==> src/hw/rtl/nsec_type_bitmap_decoder_core_defines.svh <==
// Assertion helpers shared by the decoder modules.
`ifndef NSEC_TYPE_BITMAP_DECODER_CORE_DEFINES_SVH
`define NSEC_TYPE_BITMAP_DECODER_CORE_DEFINES_SVH

// Same-cycle implication, sampled on the rising clock edge outside reset.
`define NTBD_ASSERT_NOW(lbl, ante, cons, msg) \
   lbl: assert property (@(posedge clock) disable iff (reset) (ante) |-> (cons)) \
      else $error(msg);

// Next-cycle implication, sampled on the rising clock edge outside reset.
`define NTBD_ASSERT_NEXT(lbl, ante, cons, msg) \
   lbl: assert property (@(posedge clock) disable iff (reset) (ante) |=> (cons)) \
      else $error(msg);

`endif

==> src/hw/rtl/ntbd_pkg.sv <==
package ntbd_pkg;

   // Default depth of the queue between the front and the back part.
   localparam int unsigned NTBD_QUEUE_DEPTH = 4;

   // Longest bitmap of one window block, in bytes.
   localparam logic [7:0] NTBD_MAX_BITMAP_LEN = 8'd32;

   // Configuration register map.
   localparam int unsigned NTBD_CSR_ADDR_W = 2;
   localparam logic [NTBD_CSR_ADDR_W-1:0] NTBD_ADDR_MAX_RDATA = 2'd0;
   localparam logic [15:0] NTBD_MAX_RDATA_RESET = 16'hFFFF;

   // Parser phase within one window block.
   typedef enum logic [1:0] {
      PH_WINDOW = 2'd0,
      PH_LENGTH = 2'd1,
      PH_BITMAP = 2'd2
   } phase_type;

   // Kind of one result.
   typedef enum logic [1:0] {
      KIND_TYPE = 2'd0,
      KIND_OK   = 2'd1,
      KIND_BAD  = 2'd2
   } kind_type;

   // One classified byte: the type bits to expand and an optional end result.
   typedef struct packed {
      logic [15:0] type_base;
      logic [7:0]  type_mask;
      logic        has_end;
      kind_type    end_kind;
   } ntbd_entry_type;

endpackage

==> src/hw/rtl/nsec_type_bitmap_decoder_core.sv <==
// Type bit maps decoder for NSEC record data.
// The req channel takes one byte of record data per transfer in req_tdata,
// with req_tlast on the final byte of the record. The rsp channel returns
// results: rsp_tdata carries the resource record type, rsp_tuser the kind
// (type present, record ended well, malformed) and rsp_tlast marks the last
// result caused by one request. Bytes that cause no result return nothing.
// The csr port holds max_rdata_bytes at address 0; a record longer than that
// ends malformed. Write it only while no record is in flight.
// A request is taken every cycle while the entry queue has room; the front
// parser classifies it in the accepting cycle and queues at most one entry.
// The back part expands an entry at one result per cycle while the receiver
// takes them, so a bitmap byte with k set bits yields k results, plus one
// for an end result. Entries reach the output via the work register.
// When the receiver stalls, the output register holds its result, the back
// part waits and the queue fills; req_tready drops once the queue is full.
// Reset clears the parser, the queue and the output register and sets
// max_rdata_bytes to 65535.
module nsec_type_bitmap_decoder_core
   import ntbd_pkg::*;
#(
   parameter int unsigned QUEUE_DEPTH = NTBD_QUEUE_DEPTH
)
(
   input  logic                       clock,
   input  logic                       reset,
   input  logic                       req_tvalid,
   output logic                       req_tready,
   input  logic [7:0]                 req_tdata,   // rdata_byte[7:0]
   input  logic                       req_tlast,   // final_byte
   output logic                       rsp_tvalid,
   input  logic                       rsp_tready,
   output logic [15:0]                rsp_tdata,   // rr_type[15:0]
   output logic [1:0]                 rsp_tuser,   // kind[1:0]
   output logic                       rsp_tlast,   // last_of_run
   input  logic                       csr_psel,
   input  logic                       csr_penable,
   input  logic                       csr_pwrite,
   input  logic [NTBD_CSR_ADDR_W-1:0] csr_paddr,
   input  logic [31:0]                csr_pwdata,
   output logic [31:0]                csr_prdata,
   output logic                       csr_pready
);

   logic [15:0]    max_rdata_ff, max_rdata_in;
   logic           q_full;
   logic           q_push;
   logic           q_pop;
   logic           q_not_empty;
   ntbd_entry_type q_push_entry;
   ntbd_entry_type q_head;

   // Configuration register.
   assign csr_pready = 1'b1;

   always_comb begin
      max_rdata_in = max_rdata_ff;
      if (csr_psel && csr_penable && csr_pwrite && csr_pready
          && csr_paddr == NTBD_ADDR_MAX_RDATA) begin
         max_rdata_in = csr_pwdata[15:0];
      end
      csr_prdata = (csr_paddr == NTBD_ADDR_MAX_RDATA) ? {16'd0, max_rdata_ff} : 32'd0;
   end

   always_ff @(posedge clock) begin
      if (reset) begin
         max_rdata_ff <= NTBD_MAX_RDATA_RESET;
      end else begin
         max_rdata_ff <= max_rdata_in;
      end
   end

   // Front parser.
   ntbd_front u_front (
      .clock           (clock),
      .reset           (reset),
      .req_tvalid      (req_tvalid),
      .req_tready      (req_tready),
      .req_tdata       (req_tdata),
      .req_tlast       (req_tlast),
      .max_rdata_bytes (max_rdata_ff),
      .queue_full      (q_full),
      .push            (q_push),
      .push_entry      (q_push_entry)
   );

   // Entry queue between front and back.
   ntbd_queue #(
      .DEPTH (QUEUE_DEPTH)
   ) u_queue (
      .clock      (clock),
      .reset      (reset),
      .push       (q_push),
      .push_entry (q_push_entry),
      .full       (q_full),
      .pop        (q_pop),
      .not_empty  (q_not_empty),
      .head       (q_head)
   );

   // Back expander and output register.
   ntbd_back u_back (
      .clock           (clock),
      .reset           (reset),
      .queue_not_empty (q_not_empty),
      .queue_head      (q_head),
      .pop             (q_pop),
      .rsp_tvalid      (rsp_tvalid),
      .rsp_tready      (rsp_tready),
      .rsp_tdata       (rsp_tdata),
      .rsp_tuser       (rsp_tuser),
      .rsp_tlast       (rsp_tlast)
   );

endmodule

==> src/hw/rtl/ntbd_front.sv <==
module ntbd_front
   import ntbd_pkg::*;
(
   input  logic           clock,
   input  logic           reset,
   input  logic           req_tvalid,
   output logic           req_tready,
   input  logic [7:0]     req_tdata,   // rdata_byte[7:0]
   input  logic           req_tlast,   // final_byte
   input  logic [15:0]    max_rdata_bytes,
   input  logic           queue_full,
   output logic           push,
   output ntbd_entry_type push_entry
);

   phase_type   phase_ff, phase_in;
   logic [7:0]  window_ff, window_in;
   logic [5:0]  left_ff, left_in;
   logic [4:0]  index_ff, index_in;
   logic [15:0] count_ff, count_in;
   logic        dropping_ff, dropping_in;

   logic        accept;
   logic [16:0] count_sum;
   logic [5:0]  left_dec;

   // A byte is taken whenever the queue has room for its entry.
   assign req_tready = !queue_full;
   assign accept     = req_tvalid && req_tready;
   assign count_sum  = {1'b0, count_ff} + 17'd1;
   assign left_dec   = left_ff - 6'd1;

   // Record parser state.
   always_ff @(posedge clock) begin
      if (reset) begin
         phase_ff    <= PH_WINDOW;
         window_ff   <= '0;
         left_ff     <= '0;
         index_ff    <= '0;
         count_ff    <= '0;
         dropping_ff <= 1'b0;
      end else begin
         phase_ff    <= phase_in;
         window_ff   <= window_in;
         left_ff     <= left_in;
         index_ff    <= index_in;
         count_ff    <= count_in;
         dropping_ff <= dropping_in;
      end
   end

   // Classify the byte and build its queue entry.
   always_comb begin
      phase_in    = phase_ff;
      window_in   = window_ff;
      left_in     = left_ff;
      index_in    = index_ff;
      count_in    = count_ff;
      dropping_in = dropping_ff;
      push        = 1'b0;
      push_entry  = '{type_base: 16'd0, type_mask: 8'd0, has_end: 1'b0,
                      end_kind: KIND_TYPE};

      if (accept) begin
         if (dropping_ff) begin
            // After an error, bytes are dropped silently up to the final one.
            if (req_tlast) begin
               dropping_in = 1'b0;
            end
         end else if (count_sum > {1'b0, max_rdata_bytes}) begin
            // Record grew beyond the configured limit.
            push                = 1'b1;
            push_entry.has_end  = 1'b1;
            push_entry.end_kind = KIND_BAD;
            phase_in            = PH_WINDOW;
            window_in           = '0;
            left_in             = '0;
            index_in            = '0;
            count_in            = '0;
            dropping_in         = !req_tlast;
         end else begin
            count_in = count_sum[15:0];
            case (phase_ff)
               PH_LENGTH: begin
                  if (req_tdata == 8'd0 || req_tdata > NTBD_MAX_BITMAP_LEN || req_tlast) begin
                     push                = 1'b1;
                     push_entry.has_end  = 1'b1;
                     push_entry.end_kind = KIND_BAD;
                     phase_in            = PH_WINDOW;
                     window_in           = '0;
                     left_in             = '0;
                     index_in            = '0;
                     count_in            = '0;
                     dropping_in         = !req_tlast;
                  end else begin
                     left_in  = req_tdata[5:0];
                     index_in = '0;
                     phase_in = PH_BITMAP;
                  end
               end
               PH_BITMAP: begin
                  push_entry.type_base = {window_ff, index_ff, 3'b000};
                  push_entry.type_mask = req_tdata;
                  push                 = (req_tdata != 8'd0) || req_tlast;
                  index_in             = index_ff + 5'd1;
                  left_in              = left_dec;
                  if (left_dec == 6'd0) begin
                     phase_in = PH_WINDOW;
                  end
                  if (req_tlast) begin
                     // A block still owed bytes means the record was cut short.
                     push_entry.has_end  = 1'b1;
                     push_entry.end_kind = (left_dec != 6'd0) ? KIND_BAD : KIND_OK;
                     phase_in            = PH_WINDOW;
                     window_in           = '0;
                     left_in             = '0;
                     index_in            = '0;
                     count_in            = '0;
                  end
               end
               default: begin
                  // Window byte; a lone final byte here ends the record well.
                  window_in = req_tdata;
                  phase_in  = PH_LENGTH;
                  if (req_tlast) begin
                     push                = 1'b1;
                     push_entry.has_end  = 1'b1;
                     push_entry.end_kind = KIND_OK;
                     phase_in            = PH_WINDOW;
                     window_in           = '0;
                     left_in             = '0;
                     index_in            = '0;
                     count_in            = '0;
                  end
               end
            endcase
         end
      end
   end

endmodule

==> src/hw/rtl/ntbd_queue.sv <==
module ntbd_queue
   import ntbd_pkg::*;
#(
   parameter int unsigned DEPTH = NTBD_QUEUE_DEPTH
)
(
   input  logic           clock,
   input  logic           reset,
   input  logic           push,
   input  ntbd_entry_type push_entry,
   output logic           full,
   input  logic           pop,
   output logic           not_empty,
   output ntbd_entry_type head
);

   localparam int unsigned PTR_W = (DEPTH > 1) ? $clog2(DEPTH) : 1;
   localparam int unsigned CNT_W = $clog2(DEPTH + 1);
   localparam logic [PTR_W-1:0] LAST_PTR = PTR_W'(DEPTH - 1);
   localparam logic [CNT_W-1:0] FULL_CNT = CNT_W'(DEPTH);

   ntbd_entry_type    slot_ff [DEPTH];
   logic [PTR_W-1:0]  wr_ptr_ff, wr_ptr_in;
   logic [PTR_W-1:0]  rd_ptr_ff, rd_ptr_in;
   logic [CNT_W-1:0]  count_ff, count_in;

   assign full      = (count_ff == FULL_CNT);
   assign not_empty = (count_ff != '0);
   assign head      = slot_ff[rd_ptr_ff];

   // Pointer and fill-count update.
   always_comb begin
      wr_ptr_in = wr_ptr_ff;
      rd_ptr_in = rd_ptr_ff;
      count_in  = count_ff;
      if (push) begin
         wr_ptr_in = (wr_ptr_ff == LAST_PTR) ? '0 : wr_ptr_ff + PTR_W'(1);
      end
      if (pop) begin
         rd_ptr_in = (rd_ptr_ff == LAST_PTR) ? '0 : rd_ptr_ff + PTR_W'(1);
      end
      if (push && !pop) begin
         count_in = count_ff + CNT_W'(1);
      end else if (pop && !push) begin
         count_in = count_ff - CNT_W'(1);
      end
   end

   always_ff @(posedge clock) begin
      if (reset) begin
         wr_ptr_ff <= '0;
         rd_ptr_ff <= '0;
         count_ff  <= '0;
      end else begin
         wr_ptr_ff <= wr_ptr_in;
         rd_ptr_ff <= rd_ptr_in;
         count_ff  <= count_in;
      end
   end

   // Entry storage.
   always_ff @(posedge clock) begin
      if (push) begin
         slot_ff[wr_ptr_ff] <= push_entry;
      end
   end

`include "nsec_type_bitmap_decoder_core_defines.svh"

   `NTBD_ASSERT_NOW(a_no_overflow, push, !full || pop, "queue written while full")
   `NTBD_ASSERT_NOW(a_no_underflow, pop, not_empty, "queue read while empty")
   `NTBD_ASSERT_NOW(a_count_bound, 1'b1, count_ff <= FULL_CNT, "queue count beyond depth")

endmodule

==> src/hw/rtl/ntbd_back.sv <==
module ntbd_back
   import ntbd_pkg::*;
(
   input  logic           clock,
   input  logic           reset,
   input  logic           queue_not_empty,
   input  ntbd_entry_type queue_head,
   output logic           pop,
   output logic           rsp_tvalid,
   input  logic           rsp_tready,
   output logic [15:0]    rsp_tdata,   // rr_type[15:0]
   output logic [1:0]     rsp_tuser,   // kind[1:0]
   output logic           rsp_tlast    // last_of_run
);

   // Entry being expanded.
   logic        work_valid_ff, work_valid_in;
   logic [15:0] work_base_ff, work_base_in;
   logic [7:0]  work_mask_ff, work_mask_in;
   logic        work_end_ff, work_end_in;
   kind_type    work_kind_ff, work_kind_in;

   // Output register.
   logic        out_valid_ff, out_valid_in;
   logic [15:0] out_type_ff, out_type_in;
   kind_type    out_kind_ff, out_kind_in;
   logic        out_last_ff, out_last_in;

   logic        advance;
   logic        emit;
   logic        done;
   logic [2:0]  bit_sel;
   logic [7:0]  mask_left;

   assign advance = !out_valid_ff || rsp_tready;
   assign emit    = work_valid_ff && advance;

   // Highest set bit of the remaining mask; bit 7 is type offset 0.
   always_comb begin
      bit_sel = 3'd0;
      for (int i = 0; i < 8; i++) begin
         if (work_mask_ff[i]) begin
            bit_sel = 3'(7 - i);
         end
      end
      mask_left = work_mask_ff & ~(8'h80 >> bit_sel);
   end

   // One result per cycle unless stalled: types, then end result.
   always_comb begin
      out_valid_in  = out_valid_ff && !rsp_tready;
      out_type_in   = out_type_ff;
      out_kind_in   = out_kind_ff;
      out_last_in   = out_last_ff;
      work_valid_in = work_valid_ff;
      work_base_in  = work_base_ff;
      work_mask_in  = work_mask_ff;
      work_end_in   = work_end_ff;
      work_kind_in  = work_kind_ff;
      done          = 1'b0;

      if (emit) begin
         out_valid_in = 1'b1;
         if (work_mask_ff != 8'd0) begin
            out_type_in  = work_base_ff | {13'd0, bit_sel};
            out_kind_in  = KIND_TYPE;
            done         = (mask_left == 8'd0) && !work_end_ff;
            out_last_in  = done;
            work_mask_in = mask_left;
         end else begin
            out_type_in = 16'd0;
            out_kind_in = work_kind_ff;
            out_last_in = 1'b1;
            done        = 1'b1;
         end
         if (done) begin
            work_valid_in = 1'b0;
         end
      end

      pop = queue_not_empty && (!work_valid_ff || done);
      if (pop) begin
         work_valid_in = 1'b1;
         work_base_in  = queue_head.type_base;
         work_mask_in  = queue_head.type_mask;
         work_end_in   = queue_head.has_end;
         work_kind_in  = queue_head.end_kind;
      end
   end

   always_ff @(posedge clock) begin
      if (reset) begin
         work_valid_ff <= 1'b0;
         out_valid_ff  <= 1'b0;
      end else begin
         work_valid_ff <= work_valid_in;
         out_valid_ff  <= out_valid_in;
      end
   end

   always_ff @(posedge clock) begin
      work_base_ff <= work_base_in;
      work_mask_ff <= work_mask_in;
      work_end_ff  <= work_end_in;
      work_kind_ff <= work_kind_in;
      out_type_ff  <= out_type_in;
      out_kind_ff  <= out_kind_in;
      out_last_ff  <= out_last_in;
   end

   assign rsp_tvalid = out_valid_ff;
   assign rsp_tdata  = out_type_ff;
   assign rsp_tuser  = out_kind_ff;
   assign rsp_tlast  = out_last_ff;

`include "nsec_type_bitmap_decoder_core_defines.svh"

   `NTBD_ASSERT_NOW(a_work_not_empty, work_valid_ff,
      (work_mask_ff != 8'd0) || work_end_ff, "loaded entry has nothing to emit")
   `NTBD_ASSERT_NOW(a_end_is_last, out_valid_ff && (out_kind_ff != KIND_TYPE),
      out_last_ff, "end result not marked last")
   `NTBD_ASSERT_NEXT(a_done_clears, emit && done && !pop,
      !work_valid_ff, "finished entry still held")

endmodule

==> config.mk <==
export PLATFORM = sky130hd
export DESIGN_NAME = nsec_type_bitmap_decoder_core
export DESIGN_NICKNAME = d
export VERILOG_FILES = /design/src/hw/rtl/ntbd_pkg.sv /design/src/hw/rtl/nsec_type_bitmap_decoder_core.sv /design/src/hw/rtl/ntbd_front.sv /design/src/hw/rtl/ntbd_queue.sv /design/src/hw/rtl/ntbd_back.sv
export VERILOG_INCLUDE_DIRS = /design/src /design/src/hw/rtl
export SDC_FILE = /design/constraint.sdc
export NUM_CORES = 1
export LEC_CHECK = 0
export CAP_MARGIN = 10
export CORE_ASPECT_RATIO = 1.5
export CORE_MARGIN = 1
export CORE_UTILIZATION = 55
export DETAILED_ROUTE_END_ITERATION = 12
export DONT_BUFFER_PORTS = 1
export PLACE_DENSITY = 0.71
export SYNTH_ARGS = -nofsm -noshare
export SYNTH_HDL_FRONTEND = slang
export SYNTH_SLANG_ARGS = --single-unit
==> constraint.sdc <==
create_clock -name clock -period 4.1 [get_ports clock]
set_input_delay 0.615 -clock clock [delete_from_list [all_inputs] [get_ports clock]]
set_output_delay 0.615 -clock clock [all_outputs]
set_load 0.01 [all_outputs]
; Word-level counts from Yosys, hierarchy flattened
; Memory sizes are Yosys's and may differ from the RTL's. A register that Yosys moved wholly into a read port is not among the register bits.
; Index checks and enable logic that the tools add are counted.
[totals]
mem_count = 1
wordCells = 156
mem_bits_rw = 108
regBits = 109
input_bits = 50
out_inout_bits = 54
[classes]
n_bitwise = 4
n_addsub = 7
n_lt_le_gt_ge = 2
n_eq_ne = 8
mux = 72
n_reduce_logical = 42
shifts = 1
[mem_list]
columns = memory, depth, width, read_ports, rd_ports_with_merged_regs, write_ports, line_no
row1 = u_queue.slot_ff, 4, 27, 1, 1, 1, ntbd_queue.sv:22  ; ntbd_entry_type slot_ff [DEPTH];
[op_table]
columns = op, n
row1 = 2-to-1 mux 16 bit, 5
row2 = 2-to-1 mux 8 bit, 7
row3 = 2-to-1 mux 27 bit, 2
row4 = 2-to-1 mux 24 bit, 2
row5 = 2-to-1 mux 3 bit, 14
row6 = 2-to-1 mux 6 bit, 4
row7 = 2-to-1 mux 1 bit, 20
row8 = 2-to-1 mux 2 bit, 9
row9 = "adder 16 x 1 -> 17 bit, second input constant", 1
row10 = > comparator 17 x 16 -> 1 bit, 1
row11 = logical NOT 8 bit, 2
row12 = bitwise OR 16 x 3 -> 16 bit, 1
row13 = case mux 8 bit (2 select lines), 1
row14 = nonzero test 8 bit, 2
row15 = 2-to-1 mux 5 bit, 3
row16 = case mux 6 bit (2 select lines), 1
row17 = logical AND 1 bit, 10
row18 = case mux 5 bit (2 select lines), 1
row19 = bitwise AND 8 bit, 1
row20 = "> comparator 8 x 6 -> 1 bit, second input constant", 1
row21 = logical NOT 1 bit, 8
row22 = NOT 8 bit, 1
row23 = nonzero test 2 bit, 4
row24 = ">> shifter 8 x 3 -> 8 bit, first input constant", 1
row25 = 24 further kinds, 34

; Longest topological paths before layout
[depth]
word_depth = 21
ltp_mapped = 18
depth_no_buf = 18

; Modules after synthesis
; From an unflattened synthesis, not the netlist that was laid out.
[unflattened]
cells_unflattened = 783
hier_area_um2 = 10072.2
[modules_own_cells]
columns = mod, n_inst, seq_area_each_um2, area_per_inst_um2, cells_each
row1 = ntbd_queue, 1, 3423.3, 4385.5, 185
row2 = ntbd_front, 1, 760.7, 2751.4, 361
row3 = ntbd_back, 1, 1421.4, 2075.7, 145
row4 = nsec_type_bitmap_decoder_core, 1, 320.3, 859.6, 92

; Least setup slack after synthesis
; No wires, ideal clock.
[synth_path]
kind = reg2reg
start = register u_front.count_ff[2]
end = register u_queue.count_ff[2]
stages_incl_launch_ff = 19
setup_ps = 71
path_slack_ps = -96
arrival_ps = 4126
required_time_ps = 4029
n_path_buf = 0
period_less_slack_ps = 4196
path_cell_list = dfxtp_1 nand3_1 nor2_1 nand3_1 or3_1 xnor2_1 ha_1 nand4_1 nor4_1 o311ai_0 o2111ai_2 nand2_2 a31oi_4 ha_1 inv_1 fa_1 xor2_1 or3_1 a21oi_1
[synth_between]
elab_chain_len = 8
word_cells_on_any_way = 10
cone_classes = add/sub (1) / order compare (1) / mux (4) / reduce/logical (4)
[synth_lines]
columns = item, line_no
row1 = start: declaration, ntbd_front.sv:20  ; logic [15:0] count_ff, count_in;
row2 = start signal: assignment, ntbd_front.sv:47  ; count_ff <= count_in;
row3 = adder 16 x 1 -> 17 bit (*), ntbd_front.sv:30  ; assign count_sum = {1'b0, count_ff} + 17'd1;
row4 = > comparator 17 x 16 -> 1 bit (*), ntbd_front.sv:70  ; end else if (count_sum > {1'b0, max_rdata_bytes}) begin
row5 = 2-to-1 mux 1 bit (*), ntbd_front.sv:70
row6 = 2-to-1 mux 1 bit (*), ntbd_front.sv:65  ; if (dropping_ff) begin
row7 = 2-to-1 mux 1 bit (*), ntbd_front.sv:64  ; if (accept) begin
row8 = net q_push, nsec_type_bitmap_decoder_core.sv:46  ; logic q_push;
row9 = logical NOT 1 bit, ntbd_queue.sv:44  ; end else if (pop && !push) begin
row10 = logical AND 1 bit, ntbd_queue.sv:44
row11 = nonzero test 2 bit (no line), n/a
row12 = end signal: assignment, ntbd_queue.sv:57  ; count_ff <= count_in;
row13 = end: declaration, ntbd_queue.sv:25  ; logic [CNT_W-1:0] count_ff, count_in;
; Mark *: on every way through the listed nets, which the timed path passes. The rest lies on a longest branch.
; A chain may end at the register's enable or synchronous reset.

; Worst setup path in the final report
[layout_path]
start = register u_front.count_ff[0]
end = register u_queue.count_ff[2]
; Same word-level chain as after synthesis.

==> qor.txt <==
Final Max Slew Viols = 0
Slowest cell on crit path = fa_1
top cells by area, synth = edfxtp_1, dfxtp_1, mux4_2, ha_1, nor2_1
post-DR vias/cell = 5.95
Ys Warns = 0
kind of critical path = flip-flop to flip-flop
hold slack final = 0.201 ns
worst endpoint data arrival time = 4.40 ns
Area growth syn-to-layout = 10.2%
Initial Util = 56.6%
gr ovfl total = 0
critical path, cell by cell = ha_2, nand4_1, buf_4, nor2_2, and4_1, xor2_2, ha_1, nand2_2, nor4_4, o311ai_1, o2111ai_2, nand2_2, a31oi_4, ha_4, inv_1, fa_1, xor2_1, or3_1, a21oi_1
total iterations of the first detailed-routing run = 5
clock latency on the worst-skew pair = 0.48 ns
cells after synthesis = 725
fin util = 62.4%
initial antenna violation count = 0
post-route cell area = 10200 µm²
number of port buffers = 0
largest net degree at the start of global routing = 42
# clock sinks = 204
clk slew on worst S/H paths = 0.07 ns
Max IR drop VDD = 0.332 mV
most common cell after layout, fill and taps aside = edfxtp_1
fin crit share = 97.2%
Max Clock Freq = 251 MHz
Buf/Inv on CP = 2
Core Footprint = 16300 µm²
clk buf depth = 3
placed cell areas = 9490 µm²
DP Wirelength = 12.9 mm
Leakage = 0.00389 µW
NumNets Final = 820
residual DRC count = 0
synth unique cells = 77
GRT Total Usage = 22.0%
die width = 108 µm
max cap viols = 0
CP max FO = 3
synthesized flop and latch total = 204
top-area cell type share of the netlist area = 45.2%
Num CTS Buffers = 19
share of cells above drive strength 1 = 16.5%
Synth Area per Inst = 12.7 µm²
Post-synth ARST share = 0%
Finished Layout Cells = 959
placed cell count = 918
critical path's top delay family = simple AND/OR/NAND/NOR gates
sequential element share of the synthesized area = 59.2%
outcome = completed
TNS Setup = 0 ns
Worst path max stage delay = 0.37 ns
Worst setup SP type = flip-flop
Hold Path Class = input port to flip-flop
Max Clock Skew = 0.0107 ns
final wirelength = 18.2 mm
pwr dens = 548 nW/µm²
wire per inst = 19.0 µm
Root Driver = clkbuf_16
Worst path most repeated cell = nand2_2
Slew HR = 21.7%
H-tree depth = 1
GP Congestion = 0.846
I/O pin count = 104
minimum clock period = 3.99 ns
cell area after synthesis = 9240 µm²
DRT iter0 DRCs = 282
Worst Reg-to-Reg Cells = 19
dominant synthesized flop cell = edfxtp_1
Ant. Diodes = 0
Final setup viols = 0
Die Span Y = 161 µm
CTS tree = done
cell depth of the worst setup path = 19
vias in the first global route = 5905
slew at the pin with the worst max-slew slack = 1.17 ns
CP endpoint kind = flip-flop
Post-synth EDFFs = 139
antenna viol nets, final = 0
area leader, netlist = edfxtp_1
die area = 17300 µm²
Final Hold Fails = 0
vias = 5709
WP data required = 4.51 ns
most frequent cells in the layout = edfxtp_1, nor2_1, dfxtp_1
Min-Delay Path Depth = 1
first-pass GRT wire length = 29.5 mm
Cell Rows = 57
cells by family (layout without fill, tap and decap cells):
kind of cell | count (synthesis) | in the layout | synth area share (%)
simple gates | 238 | 238 | 13.6
fa+ha+maj | 30 | 30 | 4.12
flops | 204 | 204 | 59.2
xor+xnor | 19 | 19 | 1.80
other cells | 2 | 17 | 0.0813
buf+inv | 86 | 99 | 4.90
compound gates | 115 | 115 | 9.63
mux | 31 | 31 | 6.65
Yosys cell counts, drive strengths merged, types with 18 or more instances:
library cell and count:
edfxtp 139, nor2 70, dfxtp 65, nand2 36
inv 33, nor3 31, buf 28, ha 28
clkbuf 24, mux4 24, o21ai 23, a21oi 22
and3 22, and2 20, a22o 18
through the flow:
step,total power [µW],worst slack [ns]
2_1_floorplan,3700,0.00799
3_3_place_gp,3910,-0.00462
3_5_place_dp,3970,-0.113
4_1_cts,5620,0.00142
5_1_grt,5870,-0.0361
6_report,5590,0.114
registers in the layout (all words and copies together), names as in the netlist, named ones only:
| name | cells |
|---|---|
| max_rdata_ff | 16 |
| u_back.rsp_tdata | 16 |
| u_back.rsp_tlast | 1 |
| u_back.rsp_tuser | 2 |
| u_back.rsp_tvalid | 1 |
| u_back.work_base_ff | 13 |
| u_back.work_end_ff | 1 |
| u_back.work_kind_ff | 2 |
| u_back.work_mask_ff | 8 |
| u_back.work_valid_ff | 1 |
| u_front.count_ff | 16 |
| u_front.dropping_ff | 1 |
| u_front.index_ff | 5 |
| u_front.left_ff | 6 |
| u_front.phase_ff | 2 |
| u_front.window_ff | 8 |
| u_queue.count_ff | 3 |
| u_queue.rd_ptr_ff | 2 |
| u_queue.slot_ff | 96 |
| u_queue.wr_ptr_ff | 2 |
worst register-to-register path, cell delays in order, from the launching register on:
cell and delay [ns]:
dfxtp_2 0.36, ha_2 0.18, nand4_1 0.18, buf_4 0.22
nor2_2 0.10, and4_1 0.25, xor2_2 0.09, ha_1 0.32
nand2_2 0.08, nor4_4 0.29, o311ai_1 0.16, o2111ai_2 0.10
nand2_2 0.11, a31oi_4 0.26, ha_4 0.17, inv_1 0.05
fa_1 0.37, xor2_1 0.18, or3_1 0.32, a21oi_1 0.14
timing repair:
item / CTS / global route
setup buffers: 2 / 6
pin swaps: 4 / 12
hold buffers: 0 / 0
gates resized for setup: 3 / 11
endpoints found under the setup margin: 1 / 1
per-layer routing:
| layer | routed length, µm | track usage [%] | vias to the layer above |
|---|---|---|---|
| met5 | 0 | 0 | - |
| li1 | - | - | 2691 |
| met3 | 717 | 3.57 | 47 |
| met2 | 10200 | 41.3 | 167 |
| met4 | 733 | 11.1 | 0 |
| met1 | 6580 | 23.0 | 2804 |
power breakdown:
part           internal, µW  total [µW]  switching (µW)  leakage, µW
clock                   937        1650             717     0.000286
combinational           493        1050             556      0.00173
sequential             2630        2880             257      0.00187
worst paths after layout:
kind	startpoint	end	slack (ns)
worst max register to register	u_front.count_ff[0]	u_queue.count_ff[2]	0.11
worst max-delay path	u_front.count_ff[0]	u_queue.count_ff[2]	0.11
worst min-delay path	reset	u_front.left_ff[0]	0.20
worst min register to register	u_front.window_ff[6]	u_front.window_ff[6]	0.47
area by class of cell:
| cell class | instances | area [µm²] |
|---|---|---|
| Fill cell | 1221 | 6140 |
| Sequential cell | 204 | 5480 |
| Multi-Input combinational cell | 450 | 3450 |
| Clock buffer | 24 | 504 |
| Timing Repair Buffer | 33 | 298 |
| Tap cell | 206 | 258 |
| Inverter | 33 | 124 |
| Clock inverter | 9 | 75.1 |
(Power assumes the default switching activity.)
